===== src/rtl/core/tts_pkg.sv =====
package tts_pkg;

  localparam int MAX_TASKS_DEF = 16;
  localparam int TICK_MS_DEF   = 10;
  localparam int RESULT_CAP    = 16;

  localparam int ID_W   = 8;
  localparam int MS_W   = 24;
  localparam int SLOT_W = 4;

  localparam logic [1:0] OP_ADD      = 2'd0;
  localparam logic [1:0] OP_TICK     = 2'd1;
  localparam logic [1:0] OP_DISPATCH = 2'd2;
  localparam logic [1:0] OP_DELETE   = 2'd3;

  localparam logic [1:0] ST_ADDED   = 2'd0;
  localparam logic [1:0] ST_FULL    = 2'd1;
  localparam logic [1:0] ST_RUN     = 2'd2;
  localparam logic [1:0] ST_DELETED = 2'd3;

  typedef struct packed {
    logic [ID_W-1:0] id;
    logic [MS_W-1:0] cd;
    logic [MS_W-1:0] rl;
  } entry_t;

endpackage


===== src/rtl/core/tts_div.sv =====
module tts_div #(
  parameter int W       = tts_pkg::MS_W,
  parameter int DIVISOR = tts_pkg::TICK_MS_DEF
) (
  input  logic         clk,
  input  logic         rst_n,
  input  logic         start,
  input  logic [W-1:0] din,
  output logic [W-1:0] quo,
  output logic         done
);

  // quotient by multiply with a rounded-up reciprocal, exact for all W-bit inputs
  localparam int SH = W + $clog2(DIVISOR);
  localparam int PW = SH + W;
  localparam longint unsigned RECIP =
    ((64'd1 << SH) + 64'(DIVISOR) - 64'd1) / 64'(DIVISOR);
  localparam logic [W:0] RECIP_W = (W+1)'(RECIP);

  logic [W-1:0]  q_r;
  logic          done_r;
  logic [PW-1:0] prod;

  assign prod = PW'(din) * PW'(RECIP_W);

  always_ff @(posedge clk) begin
    if (!rst_n) begin
      done_r <= 1'b0;
    end else begin
      done_r <= start;
      if (start) begin
        q_r <= prod[PW-1 -: W];
      end
    end
  end

  assign quo  = q_r;
  assign done = done_r;

endmodule


===== config.mk =====
export PLATFORM = sky130hd
export DESIGN_NAME = tts_div
export DESIGN_NICKNAME = d
export VERILOG_FILES = /design/src/rtl/core/tts_pkg.sv /design/src/rtl/core/tts_div.sv
export SDC_FILE = /design/constraint.sdc
export NUM_CORES = 1
export LEC_CHECK = 0
export ABC_AREA = 1
export BUFFER_PORTS_ARGS = -buffer_cell sky130_fd_sc_hd__buf_2
export CAP_MARGIN = 0
export CORE_ASPECT_RATIO = 0.8
export CORE_MARGIN = 2
export CORE_UTILIZATION = 50
export CTS_CLUSTER_DIAMETER = 40
export DETAILED_ROUTE_END_ITERATION = 10
export GPL_ROUTABILITY_DRIVEN = 0
export PLACE_DENSITY = 0.75
export SLEW_MARGIN = 20
export SYNTH_ARGS = -nofsm -noshare
export SYNTH_HDL_FRONTEND = slang
export SYNTH_SLANG_ARGS = --single-unit

===== constraint.sdc =====
create_clock -name clk -period 12 [get_ports clk]
set_input_delay 3 -clock clk [delete_from_list [all_inputs] [get_ports clk]]
set_output_delay 3 -clock clk [all_outputs]
set_load 0.005 [all_outputs]

# Yosys cells after proc, flatten, opt, wreduce, memory -nomap -nowiden
# Index checks and enable logic that the tools add are counted.
# classes
multipliers,1
n_reduce_logical,1
# ops
operator,count
24-bit by 24-bit multiplier with 48-bit output (second input constant),1
2-bit AND reduction,1
# totals
input_bits,27
out_inout_bits,25
register_bits,22
wordCells,4

# Depth between registers and ports, before layout
# logic_depth
word_depth,1
depth_mapped,25
ltp_nobuf,25

# Worst setup path after synthesis
# No wires, ideal clock.
# synth_path
kind,input port to flip-flop
from,input port din[19]
to,register q_r[18] (netlist: quo[18]) (data pin)
required_ns,11.748
path_slack_ns,4.151
setup_ns,0.252
path_buffers,0
cell_stages,21
arrival_ns,7.597
path_cell_list,ha_1 inv_1 fa_1 fa_1 inv_1 fa_1 fa_1 fa_1 inv_1 fa_1 inv_1 ha_1 nand2_2 inv_1 a21oi_1 a21boi_2 nand2_1 a21oi_1 nand2_1 nand2_1 nand2_1
# synth_via
elab_chain_len,1
# synth_rtl
item,line,source
"start, declared",tts_div.sv:8,"input logic [W-1:0] din,"
24-bit by 24-bit multiplier with 48-bit output,tts_div.sv:24,assign prod = PW'(din) * PW'(RECIP_W);
via prod[46],tts_div.sv:22,logic [PW-1:0] prod;
"end signal, assigned",tts_div.sv:32,q_r <= prod[PW-1 -: W];
"end, declared",tts_div.sv:20,logic [W-1:0] q_r;
# The timed path passes the listed nets, and every way through them passes these cells.
# A chain may end at the register's enable or synchronous reset.

# Worst setup path after layout
# layout_path
from,input port din[8]
to,register q_r[18] (netlist: quo[18]) (data pin)
# Same word-level chain as after synthesis.

==> reports/summary.txt <==
STATUS
-------------------------------------------------------------------------------------
Outcome                                                                  complete, no violations

FLOW RUN
-------------------------------------------------------------------------------------
Reported max-cap violation count                                                    0

WORST HOLD PATH
-------------------------------------------------------------------------------------
Path category of the worst min-delay check                                  in -> reg
Hold Path Stages                                                                    3

STA
-------------------------------------------------------------------------------------
Number of endpoints failing setup at the final stage                                0
Final WS setup                                                                3.69 ns
Clock period minus final worst setup slack                                    8.31 ns
Setup repair after global routing missed its margin                                no
Highest clock frequency the design can meet                                   120 MHz
Total Negative Setup Slacks                                                      0 ns
Slew at the pin closest to its max-slew limit                                0.804 ns
Final hold violations                                                               0
Max-slew headroom at the worst pin                                              46.3%
Share of the clock period used by the worst path                                69.3%
Number of pins exceeding their max-slew limit in the final report                   0

ROUTING
-------------------------------------------------------------------------------------
Routed via count                                                                 9056
Avg WL per Cell                                                               17.9 um
Routed Antenna Nets                                                                 0
Iteration count of the initial detailed-routing pass                                5
Number of vias per cell                                                          5.26
Total detailed-routing wirelength                                             30.8 mm
Number of DRC violations after detailed routing                                     0
Number of DRC markers after the initial detailed-route iteration                  631

YOSYS
-------------------------------------------------------------------------------------
Register bit total from synthesis                                                  22
Share of synthesized registers carrying an async set or reset                      0%
Synthesized instance count                                                       1358
Ranking of synthesized cells by area                                     sky130_fd_sc_hd__fa_1 (35%), sky130_fd_sc_hd__ha_1 (28%), sky130_fd_sc_hd__inv_1 (12%)
Average cell area after synthesis                                           8.82 um^2
Primary FF master, synth                                                 sky130_fd_sc_hd__edfxtp_1
Area leader, netlist                                                     sky130_fd_sc_hd__fa_1
Count of warnings emitted by yosys                                                  0
Count of flip-flops with a built-in enable after synthesis                         21
Area of the mapped netlist                                                 12000 um^2
Synth top area share                                                            35.3%
Unique masters post-synth                                                          34
Share of the yosys chip area belonging to registers                             5.43%

GRT
-------------------------------------------------------------------------------------
Number of antenna violations at the first check in global routing                   0
Total global routing overflow                                                       0
All-Layer GR Usage                                                              25.8%
Via count of the first global-routing pass                                       9838
First-pass GRT wire length                                                    50.1 mm
Pin count of the biggest net entering global routing                               22

CELLS AND AREA
-------------------------------------------------------------------------------------
Share of post-route cells with drive strength above 1                           6.10%
Top library cells by usage in the layout, fill and taps aside            sky130_fd_sc_hd__inv_1 (386), sky130_fd_sc_hd__ha_1 (264), sky130_fd_sc_hd__fa_1 (211)
Fin util                                                                        54.0%
Most frequent standard cell in the layout excluding fill and tap cells   sky130_fd_sc_hd__inv_1
N_diodes                                                                            0
Layout-stage area growth over the synthesis result                              5.80%
Count of nets after finishing                                                    1912

CLOCKING
-------------------------------------------------------------------------------------
Deepest level of the CTS H-tree                                                     1
Hold_buf cts                                                                        0
Root Buffer                                                              sky130_fd_sc_hd__clkbuf_16
Sink Count                                                                         22
Post-CTS setup repair buffer count                                                  0
CTS tree                                                                          yes
Reg clk slew, reported paths                                                  0.06 ns
Clock buffer count from CTS                                                         3
PostCTS Resize Cnt                                                                  0
Buffer levels on the longest clock path                                             2

WORST SETUP PATH
-------------------------------------------------------------------------------------
Capturing element type of the critical path                                      flop
Kind of launch point of the worst setup path                               input port
Critical path type                                                          in -> reg
Data arrival, critical path                                                   8.32 ns
Worst path required time                                                     12.01 ns
Peak fanout along the critical path                                                 8

FLOORPLAN
-------------------------------------------------------------------------------------
Area of the die                                                            25200 um^2
Number of rows in the core area                                                    50
Horiz. Die Dim                                                                 177 um
Vertical die dimension                                                         142 um
Starting density of the core                                                    51.0%
Core area                                                                  23500 um^2
Count of pins on the block boundary                                                52

PLACED DESIGN
-------------------------------------------------------------------------------------
Worst slack at placement                                                      3.46 ns
Number of buffers inserted by port buffering                                       48
Half-perimeter wire length of the detailed placement result                   27.6 mm

[worst paths after layout]
path	slack, ns	start	end
max	3.69	din[8]	quo[18]
min	2.95	start	done
[Yosys cell counts, drive strengths merged, types with 2 or more instances]
master and instances:
fa 211, a21oi 70, xnor2 6, nand4 15
inv 398, nand2 154, o21a 8, a21boi 3
o21bai 7, ha 264, nand3 31, o21ai 38
nor2 87, xor2 22, edfxtp 21, nand3b 2
nor3 6, buf 3, a21o 4
[routing by layer]
metal / up-vias / GRT usage, % / wire length, um
met5: - / 0 / 0
met4: 0 / 4.52 / 561
met3: 48 / 5.15 / 2620
met2: 338 / 44.0 / 13900
met1: 4400 / 34.3 / 13700
li1: 4270 / - / -
[flip-flops by register name, summed over array words and instances (netlist names)]
signal	cells
done	1
quo	21
[cells by family (layout without fill, tap and decap cells)]
kind of cell	Yosys count	after routing	share of synthesized area (%)
and+or+nand+nor	299	299	10.9
DFF	22	22	5.43
xor gates and xnor gates	28	28	2.05
other	1	3	0.0313
adders and majority gates	475	475	62.9
AOI/OAI and AO/OA	132	132	6.09
buffers and inverters	401	450	12.7
[critical path, cell delays in order]
cell	delay, ns
sky130_fd_sc_hd__buf_2	0.19
sky130_fd_sc_hd__ha_1	0.45
sky130_fd_sc_hd__xor2_1	0.20
sky130_fd_sc_hd__ha_1	0.23
sky130_fd_sc_hd__a21oi_1	0.20
sky130_fd_sc_hd__fa_1	0.49
sky130_fd_sc_hd__fa_1	0.51
sky130_fd_sc_hd__fa_1	0.56
sky130_fd_sc_hd__inv_1	0.06
sky130_fd_sc_hd__fa_1	0.49
sky130_fd_sc_hd__inv_1	0.05
sky130_fd_sc_hd__fa_1	0.47
sky130_fd_sc_hd__inv_1	0.04
sky130_fd_sc_hd__ha_1	0.30
sky130_fd_sc_hd__nand2_1	0.09
sky130_fd_sc_hd__nor2_1	0.35
sky130_fd_sc_hd__inv_1	0.14
sky130_fd_sc_hd__nor3_2	0.24
sky130_fd_sc_hd__nand3_1	0.12
sky130_fd_sc_hd__nand3_1	0.10
sky130_fd_sc_hd__nand2_1	0.05
[layout make-up]
type | count | area, um^2
flip-flops and latches | 22 | 651
inverters | 398 | 1490
well taps | 312 | 390
fillers | 2119 | 10800
clock inverters | 1 | 3.75
clock buffers | 3 | 75.1
multi-input cells | 937 | 9810
repair buffers | 48 | 240
[per-stage QoR]
step | hold WS (ns) | cell area [um^2] | cells
4_1_cts | 2.95 | 12700 | 1721
3_3_place_gp | 3.20 | 12600 | 1717
3_5_place_dp | 3.21 | 12600 | 1717
5_1_grt | 2.98 | 12700 | 1721
6_report | 2.95 | 12700 | 1721
2_1_floorplan | 3.11 | 12000 | 1360
Power is not shown: default switching activity piles up to over one toggle a cycle in this logic, so the estimate is an artifact.
