<file path="src/rtl/core/tts_pkg.sv">
package tts_pkg;

  localparam int MAX_TASKS_DEF = 16;
  localparam int TICK_MS_DEF   = 10;
  localparam int RESULT_CAP    = 16;

  localparam int ID_W   = 8;
  localparam int MS_W   = 24;
  localparam int SLOT_W = 4;

  localparam logic [1:0] OP_ADD      = 2'd0;
  localparam logic [1:0] OP_TICK     = 2'd1;
  localparam logic [1:0] OP_DISPATCH = 2'd2;
  localparam logic [1:0] OP_DELETE   = 2'd3;

  localparam logic [1:0] ST_ADDED   = 2'd0;
  localparam logic [1:0] ST_FULL    = 2'd1;
  localparam logic [1:0] ST_RUN     = 2'd2;
  localparam logic [1:0] ST_DELETED = 2'd3;

  typedef struct packed {
    logic [ID_W-1:0] id;
    logic [MS_W-1:0] cd;
    logic [MS_W-1:0] rl;
  } entry_t;

endpackage

</file>
<file path="src/rtl/core/tts_mem.sv">
module tts_mem #(
  parameter int DEPTH = tts_pkg::MAX_TASKS_DEF,
  parameter int AW    = 4
) (
  input  logic            clk,
  input  logic            we,
  input  logic [AW-1:0]   waddr,
  input  tts_pkg::entry_t wdata,
  input  logic            re,
  input  logic [AW-1:0]   raddr,
  output tts_pkg::entry_t rdata
);

  tts_pkg::entry_t mem [DEPTH];

  always_ff @(posedge clk) begin
    if (we) begin
      mem[waddr] <= wdata;
    end
    if (re) begin
      rdata <= mem[raddr];
    end
  end

endmodule
</file>
<file path="config.mk">
export PLATFORM = sky130hd
export DESIGN_NAME = tts_mem
export DESIGN_NICKNAME = d
export VERILOG_FILES = /design/src/rtl/core/tts_pkg.sv /design/src/rtl/core/tts_mem.sv
export SDC_FILE = /design/constraint.sdc
export NUM_CORES = 1
export LEC_CHECK = 0
export ABC_AREA = 1
export ABC_CLOCK_PERIOD_IN_PS = 10500
export CAP_MARGIN = 15
export CORE_MARGIN = 2
export CORE_UTILIZATION = 45
export DETAILED_ROUTE_END_ITERATION = 7
export DONT_BUFFER_PORTS = 1
export MAX_ROUTING_LAYER = met4
export PLACE_DENSITY_LB_ADDON = 0.15
export SYNTH_ARGS = -nofsm -noshare
export SYNTH_HDL_FRONTEND = slang
export SYNTH_SLANG_ARGS = --single-unit
</file>
<file path="constraint.sdc">
create_clock -name clk -period 10.5 [get_ports clk]
set_clock_uncertainty 0.1 [all_clocks]
set_input_delay 1.05 -clock clk [delete_from_list [all_inputs] [get_ports clk]]
set_output_delay 1.05 -clock clk [all_outputs]
set_load 0.01 [all_outputs]
</file>
== Yosys cells after proc, flatten, opt, wreduce, memory -nomap -nowiden ==
Memory sizes are Yosys's and may differ from the RTL's. A register that Yosys moved wholly into a read port is not among the register bits.
Cells that the tools add are included.
Operators by class
  muxes and demuxes: 2
Operator list (number)
  two-way mux 1 bit: 2
Storage, ports and cells
  flip-flop bits (word level): 0
  bits in writable memories: 896
  input bits: 67
  output and inout bits: 56
  logic and storage cells: 3
  memories kept: 1
Memory list
  mem: depth 16, width 56, read ports 1, clocked after memory_dff 1, write ports 1, line tts_mem.sv:14  | tts_pkg::entry_t mem [DEPTH];

== Depth between registers and ports, before layout ==
Gate-level depths: netlist (run 1).
  depth after elaboration: 2
  depth in mapped cells: 10
  gate-level depth less buffers: 7

== Least setup slack after synthesis (run 1) ==
No wires, ideal clock.
  path kind: input to register
  from: input port waddr[2]
  to: memory mem[10][0] in the netlist's numbering, enable pin
  setup time: 0.470 ns
  arrival time: 3.612 ns
  data required time: 9.930 ns
  path slack: 6.318 ns
  stages on the path: 2
  path buffers: 0
  cell sequence: nand3b_1 nor2_1
RTL lines
  start: declaration: line tts_mem.sv:7  | input logic [AW-1:0] waddr,
  end: declaration: line tts_mem.sv:14
No word-level cell before the write port.

==> flow_summary_export.csv, run 1 <==
group,metric,value,unit
clocking,numCtsBuffers,101,
detailed_routing,drtIter0Drc,1967,
clocking,cts.clk_slew.worst_paths,0.06,ns
finish,final_cell_mix,"nand2_1 (1181), edfxtp_1 (952), inv_1 (674)",
place,place_hpwl,42.0,mm
detailed_routing,routed_wl,98.1,mm
pwr,p_total,8.04,mW
sta,max_freq,0.264,GHz
synthesis,synth_top_area_cell,"edfxtp_1",
sta,hold_viol_final,0,
place,gp_congestion,0.718,
detailed_routing,drt_pass1_iterations,5,
setup_path,slowest_stage,"inv_16",
setup_path,crit-reg2reg-launch,"mem[1][2]$_DFFE_PP_",
clocking,numClockSinks,952,
pwr,power_density,183,nW/um^2
place,port_buffers,0,
clocking,ctsResizeCount,0,
min_path,min_path_type,"in2reg",
min_path,min_delay_worst_endpoint,"mem[15][10]$_DFFE_PP_",
detailed_routing,final_antenna_net_count,0,
synthesis,yosys.cell_types.count,14,
floorplanning,io_pins,123,
synthesis,ys_seq_area_frac,0.710,
synthesis,synth_fp_nets,3755,
synthesis,synth_area_leaders,"edfxtp_1 (71%), nand2_1 (11%), nand3_1 (8.4%), inv_1 (6.3%), buf_6 (1.4%)",
setup_path,cp_common_cell,"nand3_1",
detailed_routing,viasPerCell,4.98,
clocking,cts_tree,"done",
pwr,ir_drop,141,uV
job,maxCapViolCount,0,
clocking,clock_latency,0.65,ns
synthesis,netlist.area_leader.share,0.710,
clocking,clockRootBuffer,"clkbuf_16",
clocking,cts_buffer_depth,3,
synthesis,avgSynthCellArea,10.9,um^2
global_routing,antenna_found_initial,2,
finish,area_growth,9.08,%
detailed_routing,vias,24300,
sta,period_share,0.361,
finish,layout_commonest_cell,"nand2_1",
floorplanning,coreArea,88500,um^2
floorplanning,fp.dieW,303,um
setup_path,endpoint_kind,"flop",
setup_path,r2r_cells,6,
sta,timing.slew.headroom,0.191,
floorplanning,die_y,303,um
setup_path,criticalPathCategory,"in2reg",
min_path,min_from,"wdata[10]",
pwr,leakage,18.2,nW
synthesis,ys_warn_count,0,
sta,setup_slack,6.71,ns
sta,worst_pin_slew,1.21,ns
global_routing,grt_pass1_wl,146,mm
floorplanning,core.rowCount,109,
min_path,min_path_cells,0,
clocking,hold_buffers,0,
setup_path,critPathLaunchType,"primary input",
sta,whs,0.394,ns
sta,rsz0062_at_grt,"no",
global_routing,first_global_vias,23000,
synthesis,synthesis.instances,3688,
setup_path,r2r_slack,9.17,ns
setup_path,cp_cell_sequence,"inv_16 -> buf_4 -> nand2_1 -> nand3_1 -> nand3_1 -> nand3_1 -> nand2_1",
synthesis,syn_area,40300,um^2
setup_path,cp.required,10.76,ns
setup_path,reg2reg_to,"rdata[2]$_DFFE_PP_",
setup_path,cpPeakStageDelay,0.99,ns
detailed_routing,drc,0,
finish,nNetsFinal,3699,
floorplanning,start_util,0.455,
sta,setup_violations,0,
global_routing,grt_usage,0.221,
sta,min_period,3.79,ns
floorplanning,dieArea,91900,um^2
outcome,status,"finished, final reports clean",
clocking,htreeDepth,3,
sta,tns,0,ns
global_routing,overflow,0,
finish,drive_gt1_frac,0.0472,
place,dp_slack,6.58,ns
setup_path,critPathMaxFanout,449,
synthesis,ys_ff_latch,952,
clocking,postCtsSetupRepairBufs,0,
detailed_routing,wire_per_inst,20.1,um
finish,n_antenna_cell,0,
sta,finalMaxSlewViolations,0,
global_routing,grt_max_degree,450,
setup_path,cp.arrival,4.05,ns
cells in the mapped netlist, drive strengths merged:
cell / number
nand3b: 2
nand3: 673
edfxtp: 952
buf: 168
nand2: 1181
clkbuf: 17
nor2: 17
inv: 678
worst max-delay path: cells and delay by family:
family	cells	cell delay (ns)
buf+inv	2	1.81
simple gates	5	0.52
how the worst max path moves through the flow:
stage | start | to | slack [ns] | depth (start not counted)
6_report | raddr[0] | rdata[7]$_DFFE_PP_ | 6.71 | 7
5_1_grt | raddr[0] | rdata[23]$_DFFE_PP_ | 7.08 | 7
4_1_cts | raddr[0] | rdata[25]$_DFFE_PP_ | 7.28 | 7
3_5_place_dp | raddr[0] | rdata[20]$_DFFE_PP_ | 6.58 | 7
3_3_place_gp | raddr[0] | rdata[25]$_DFFE_PP_ | 6.62 | 7
2_1_floorplan | waddr[2] | mem[10][0]$_DFFE_PP_ | 6.32 | 2
layer usage:
metal	share of wire	track usage
met5	0	-
met4	0.019	0.0574
met3	0.061	0.0366
met2	0.47	0.350
met1	0.45	0.298
registers in the layout, summed over array words and instances, names as in the netlist:
name and cells:
mem 896, rdata 56
power breakdown:
group	total, mW	switching [mW]	internal, mW
clock network	3.41	1.43	1.98
registers	4.32	0.0367	4.29
logic	0.309	0.209	0.101
cell families after synthesis:
group	share of synthesized area
buf+inv	0.0946
simple gates	0.196
flops	0.710
final cells by class:
| type | instances | area [um^2] |
|---|---|---|
| Clock buffer | 127 | 2670 |
| Clock inverter | 52 | 452 |
| Fill cell | 7831 | 44600 |
| Inverter | 678 | 2570 |
| Multi-Input combinational cell | 1873 | 8000 |
| Sequential cell | 952 | 28600 |
| Tap cell | 1165 | 1460 |
| Timing Repair Buffer | 26 | 195 |
per-stage QoR:
step | util | cells | area (um^2)
floorplan | - | 3688 | 40300
global placement | 0.461 | 4694 | 40800
detailed placement | 0.461 | 4694 | 40800
CTS | 0.496 | 4873 | 43900
global route | 0.496 | 4873 | 43900
finish | 0.496 | 4873 | 43900
(Power assumes the default switching activity.)
==> inputs of run 2 (changes only) <==
--- a/config.mk
+++ b/config.mk
@@ -6,7 +6,7 @@
 export NUM_CORES = 1
 export LEC_CHECK = 0
 export ABC_AREA = 1
-export ABC_CLOCK_PERIOD_IN_PS = 10500
+export ABC_CLOCK_PERIOD_IN_PS = 3700
 export CAP_MARGIN = 15
 export CORE_MARGIN = 2
 export CORE_UTILIZATION = 45
==> constraint.sdc (replaced) <==
create_clock -name clk -period 3.7 [get_ports clk]
set_clock_uncertainty 0.1 [all_clocks]
set_input_delay 0.37 -clock clk [delete_from_list [all_inputs] [get_ports clk]]
set_output_delay 0.37 -clock clk [all_outputs]
set_load 0.01 [all_outputs]
==> run 2 against run 1 <==
The flow now finishes with violations (max-slew violations). Count of clock-buffer cells in the layout grew 6. Critical path type unchanged. Power grew to 2.9 times the previous value. Cell area is 2.5% higher. Core utilization increased by 1.3 points. Cell count rose by 1.9%. Routed wire length is 2.4% higher.
==> flow_summary_export.csv, run 2 (synthesized netlist as in run 1, its figures left out) <==
group,metric,value,unit
global_routing,first_global_vias,23600,
detailed_routing,drt_pass1_iterations,5,
detailed_routing,drc,0,
clocking,clock_latency,0.66,ns
finish,final_cell_mix,"nand2_1 (1181), edfxtp_1 (952), inv_1 (674)",
job,maxCapViolCount,0,
setup_path,critical_path.endpoint,"rdata[11]$_DFFE_PP_",
pwr,ir_drop,357,uV
detailed_routing,viasPerCell,4.99,
global_routing,grt_pass1_wl,150,mm
floorplanning,dieArea,91900,um^2
floorplanning,start_util,0.455,
pwr,p_seq_frac,0.529,
floorplanning,fp.dieW,303,um
pwr,p_clk_frac,0.421,
global_routing,grt_usage,0.228,
setup_path,crit-reg2reg-launch,"mem[9][11]$_DFFE_PP_",
clocking,htreeDepth,3,
detailed_routing,wire_per_inst,20.2,um
floorplanning,io_pins,123,
finish,area_growth,11.8,%
finish,largest_register,"mem",
pwr,comb_power_share,0.050,
finish,seqCellArea,28600,um^2
setup_path,critPathLaunchType,"primary input",
setup_path,critical_path.startpoint,"raddr[0]",
pwr,power.internal,18.2,mW
setup_path,critPathMaxFanout,449,
sta,hold_viol_final,0,
pwr,leakage,18.7,nW
clocking,cts_tree,"done",
outcome,status,"finished, violations left",
setup_path,cp.required,4.00,ns
clocking,numClockSinks,952,
finish,post-route-util,0.509,
place,place_hpwl,44.1,mm
floorplanning,die_y,303,um
global_routing,met2_usage,0.358,
detailed_routing,final_antenna_net_count,0,
global_routing,overflow,0,
detailed_routing,drtIter0Drc,2174,
min_path,min_from,"raddr[1]",
finish,nNetsFinal,3784,
global_routing,grt_util_met1,0.312,
clocking,ctsResizeCount,0,
sta,min_period,2.42,ns
setup_path,criticalPathCategory,"in2reg",
pwr,p_sw_frac,0.216,
floorplanning,core.rowCount,109,
sta,rsz0062_at_grt,"no",
pwr,switchingPower,5.00,mW
min_path,min_path_type,"in2reg",
setup_path,endpoint_kind,"flop",
finish,multi_input_area,8000,um^2
global_routing,grt.busiest_layer,"met2",
sta,max_freq,0.413,GHz
clocking,clockRootBuffer,"clkbuf_16",
place,port_buffers,0,
setup_path,r2r_slack,2.01,ns
sta,timing.slew.headroom,-0.160,
clocking,numCtsBuffers,101,
pwr,power_density,515,nW/um^2
setup_path,r2r_cells,7,
finish,drive_gt1_frac,0.0534,
finish,reg_top3,"mem (896), rdata (56)",
setup_path,cp.arrival,2.72,ns
global_routing,antenna_found_initial,4,
sta,setup_violations,0,
floorplanning,coreArea,88500,um^2
global_routing,grt_use_met3,0.0369,
sta,tns,0,ns
sta,period_share,0.655,
pwr,p_total,23.2,mW
sta,worst_pin_slew,1.74,ns
detailed_routing,routed_wl,100,mm
place,gp_congestion,0.735,
setup_path,reg2reg_to,"rdata[11]$_DFFE_PP_",
detailed_routing,vias,24800,
sta,finalMaxSlewViolations,220,
finish,layout_commonest_cell,"nand2_1",
clocking,cts.clk_slew.worst_paths,0.06,ns
clocking,cts_buffer_depth,3,
global_routing,grt_max_degree,450,
finish,fillers,7706,
outcome,violations,"max-slew violations",
finish,largest_reg_flops,896,
-- run 2: cell types whose count changed in the layout (fill, tap and decap cells not counted), moves of 3 or more --
| cell | previous run | this run |
|---|---|---|
| inv_6 | 6 | 2 |
| diode_2 | 0 | 3 |
| buf_4 | 26 | 32 |
| buf_12 | 0 | 16 |
| dlygate4sd3_1 | 0 | 60 |
| clkinv_2 | 12 | 17 |
| buf_16 | 0 | 3 |
| clkbuf_1 | 24 | 28 |
-- run 2: what timing repair did --
item,in CTS,in global routing
setup buffers,0,0
hold endpoints to repair,1006,0
hold buffers,64,0
-- run 2: power by group through the flow --
stage | clock [mW] | combinational [mW] | sequential, mW
2_1_floorplan | 0 | 0.822 | 12.5
3_3_place_gp | 0 | 0.904 | 12.5
3_5_place_dp | 0 | 0.909 | 12.5
4_1_cts | 9.94 | 1.18 | 12.3
5_1_grt | 10.4 | 1.31 | 12.3
6_report | 9.75 | 1.17 | 12.3
-- run 2: layer usage --
metal  routed length [um]  share of wire  vias to the layer above
li1                     -              -                    12000
met1                45200           0.45                    11900
met2                46600           0.46                      714
met3                 6650          0.066                      135
met4                 1920          0.019                        0
met5                    0              0                        -
-- run 2: how the worst min path moves through the flow --
stage                                 endpoint  slack, ns  depth (start not counted)
after floorplan            mem[0][0]$_DFFE_PP_       0.37                          0
after global placement    mem[1][35]$_DFFE_PP_       0.37                          0
after detailed placement  mem[1][35]$_DFFE_PP_       0.37                          0
after CTS                  rdata[40]$_DFFE_PP_      0.002                          4
after global routing       rdata[51]$_DFFE_PP_       0.04                          5
final                      rdata[22]$_DFFE_PP_       0.04                          4
-- run 2: worst max-delay path, cell delays in order --
cell	delay (ns)
inv_16	0.68
buf_12	0.38
nand2_1	0.09
nand3_1	0.08
nand3_1	0.09
nand3_1	0.07
dlygate4sd3_1	0.55
nand2_1	0.06
-- run 2: layout make-up --
type | count | share of cell area
Timing Repair Buffer | 111 | 0.0276
Clock inverter | 53 | 0.00972
Inverter | 678 | 0.0572
Sequential cell | 952 | 0.635
Tap cell | 1165 | 0.0324
Clock buffer | 133 | 0.0607
Antenna cell | 3 | 0.000167
Multi-Input combinational cell | 1873 | 0.178
-- run 2: through the flow --
stage | std cells | hold WS (ns) | setup slack [ns] | instance area [um^2]
finish | 4968 | 0.0359 | 1.28 | 45000
global route | 4968 | 0.0357 | 1.54 | 45000
CTS | 4965 | 0.00186 | 1.69 | 45000
detailed placement | 4715 | 0.369 | 1.39 | 41200
global placement | 4715 | 0.370 | 1.39 | 41200
floorplan | 3688 | 0.369 | 0.198 | 40300
==> inputs of run 3 (changes only) <==
--- a/config.mk
+++ b/config.mk
@@ -6,7 +6,7 @@
 export NUM_CORES = 1
 export LEC_CHECK = 0
 export ABC_AREA = 1
-export ABC_CLOCK_PERIOD_IN_PS = 3700
+export ABC_CLOCK_PERIOD_IN_PS = 2220
 export CAP_MARGIN = 15
 export CORE_MARGIN = 2
 export CORE_UTILIZATION = 45
==> constraint.sdc (replaced) <==
create_clock -name clk -period 2.22 [get_ports clk]
set_clock_uncertainty 0.1 [all_clocks]
set_input_delay 0.222 -clock clk [delete_from_list [all_inputs] [get_ports clk]]
set_output_delay 0.222 -clock clk [all_outputs]
set_load 0.01 [all_outputs]
==> run 3 against run 2 <==
The run ends with negative hold slack, negative setup slack left. Global-route usage increased by 0.36 points. Routed wire length increased by 2.5%. Die area unchanged. Sequential share of layout area decreased by 2.3 points. Worst setup slack got worse by 1.4 ns. Critical path type unchanged.
==> flow_summary_export.csv, run 3 (synthesized netlist as in run 1, its figures left out) <==
group,metric,value,unit
setup_path,critical_path.startpoint,"raddr[0]",
floorplanning,core.rowCount,109,
clocking,clock_latency,0.67,ns
place,port_buffers,0,
detailed_routing,viasPerCell,5.01,
finish,largest_reg_flops,896,
detailed_routing,routed_wl,103,mm
setup_path,crit-reg2reg-launch,"mem[2][34]$_DFFE_PP_",
sta,worst_pin_slew,0.674,ns
pwr,power_density,834,nW/um^2
global_routing,first_global_vias,24200,
clocking,cts_tree,"done",
outcome,violations,"negative hold slack, negative setup slack",
sta,rsz0062_at_grt,"yes",
detailed_routing,drt_pass1_iterations,5,
sta,max_freq,0.425,GHz
outcome,status,"finished, violations left",
finish,reg_top3,"mem (896), rdata (56)",
setup_path,cp.arrival,2.66,ns
sta,finalMaxSlewViolations,0,
sta,period_share,1.06,
sta,hold_viol_final,7,
floorplanning,coreArea,88500,um^2
finish,area_growth,16.0,%
setup_path,cp_common_cell,"nand2_1",
clocking,postCtsSetupRepairBufs,0,
floorplanning,io_pins,123,
finish,largest_register,"mem",
setup_path,critPathMaxFanout,354,
detailed_routing,wire_per_inst,20.2,um
finish,drive_gt1_frac,0.0606,
place,dp_slack,0.368,ns
job,maxCapViolCount,0,
pwr,p_total,39.0,mW
finish,layout_commonest_cell,"nand2_1",
floorplanning,fp.dieW,303,um
setup_path,criticalPathCategory,"in2reg",
finish,fillers,7561,
finish,nNetsFinal,3914,
clocking,cts.clk_slew.worst_paths,0.06,ns
place,place_hpwl,46.9,mm
sta,min_period,2.35,ns
pwr,comb_power_share,0.059,
detailed_routing,drc,0,
pwr,leakage,19.3,nW
floorplanning,dieArea,91900,um^2
detailed_routing,vias,25500,
clocking,numClockSinks,952,
setup_path,cp_cell_sequence,"clkinv_16 -> buf_4 -> nand2_1 -> nand2_1 -> nand2_1 -> dlygate4sd3_1 -> nand3_1 -> dlygate4sd3_1 -> nand3_1 -> nand2_1",
min_path,min_from,"raddr[0]",
pwr,ir_drop,604,uV
min_path,min_path_type,"in2reg",
pwr,p_sw_frac,0.220,
pwr,switchingPower,8.59,mW
setup_path,cp.required,2.53,ns
global_routing,grt_usage,0.232,
setup_path,cpPeakStageDelay,0.57,ns
setup_path,slowest_stage,"dlygate4sd3_1",
clocking,cts_buffer_depth,3,
finish,final_cell_mix,"nand2_1 (1181), edfxtp_1 (952), inv_1 (674)",
floorplanning,die_y,303,um
pwr,power.internal,30.4,mW
floorplanning,start_util,0.455,
sta,timing.slew.headroom,0.549,
finish,instances_no_fill,5099,
pwr,p_clk_frac,0.417,
place,gp_congestion,0.739,
global_routing,overflow,0,
clocking,numCtsBuffers,101,
setup_path,critPathLaunchType,"primary input",
sta,setup_slack,-0.130,ns
sta,setup_violations,3,
global_routing,grt_pass1_wl,153,mm
global_routing,grt_max_degree,355,
pwr,p_seq_frac,0.525,
clocking,htreeDepth,3,
setup_path,endpoint_kind,"flop",
detailed_routing,final_antenna_net_count,0,
global_routing,antenna_found_initial,7,
clocking,clockRootBuffer,"clkbuf_16",
sta,whs,-0.0753,ns
place,dp_cells,4738,
detailed_routing,drtIter0Drc,1971,
## run 3: cell types whose count changed in the layout (fill, tap and decap cells not counted), sizes merged
cell / delta
buf: +24
dlymetal6s4s: +4
dlygate4sd3: +102
clkinv: +9
clkbuf: -12
diode: +3
inv: +1
## run 3: what timing repair did
action	CTS	global route
setup endpoints to repair	0	47
gates resized for setup	0	12
hold buffers	200	25
hold endpoints to repair	1008	22
## run 3: per-stage QoR
| step | hold WS [ns] | area, um^2 | util | setup TNS [ns] |
|---|---|---|---|---|
| final | -0.0753 | 46700 | 0.528 | -0.247 |
| after global placement | 0.221 | 41700 | 0.471 | 0 |
| after global routing | -0.0220 | 46700 | 0.528 | -0.0329 |
| after floorplan | 0.221 | 40300 | - | -210.39 |
| after CTS | 0.00121 | 46900 | 0.530 | 0 |
| after detailed placement | 0.221 | 41700 | 0.471 | 0 |
## run 3: power groups by stage
stage | logic [mW] | clock network [mW] | registers [mW]
floorplan | 1.38 | 0 | 20.8
global placement | 1.57 | 0 | 20.8
detailed placement | 1.58 | 0 | 20.8
CTS | 2.35 | 16.6 | 20.4
global route | 2.55 | 17.3 | 20.5
finish | 2.28 | 16.2 | 20.4
## run 3: critical path, delay by kind of cell
family / cells / cell delay (ns)
buffers and inverters: 4 / 1.78
AND/OR/NAND/NOR: 6 / 0.36
## run 3: final cells by class
| class | count | area [um^2] | area share |
|---|---|---|---|
| inverters | 678 | 2580 | 0.0553 |
| clock inverters | 63 | 485 | 0.0104 |
| multi-input cells | 1873 | 8040 | 0.172 |
| clock buffers | 121 | 2670 | 0.0571 |
| repair buffers | 241 | 2870 | 0.0615 |
| well taps | 1165 | 1460 | 0.0312 |
| flip-flops and latches | 952 | 28600 | 0.612 |
| diodes | 6 | 15.0 | 0.000321 |
## run 3: routing by layer
layer,global-route usage,vias to the layer above,share of wire
li1,-,12300,-
met1,0.316,12500,0.45
met2,0.368,616,0.47
met3,0.0333,130,0.055
met4,0.0576,0,0.019
met5,-,-,0
## run 3: path summary, 6_finish.rpt
check	endpoint	slack, ns	cells after the start
max	rdata[34]$_DFFE_PP_	-0.13	10
max reg2reg	rdata[34]$_DFFE_PP_	0.07	8
min	rdata[43]$_DFFE_PP_	-0.08	5
min reg2reg	rdata[2]$_DFFE_PP_	0.65	6
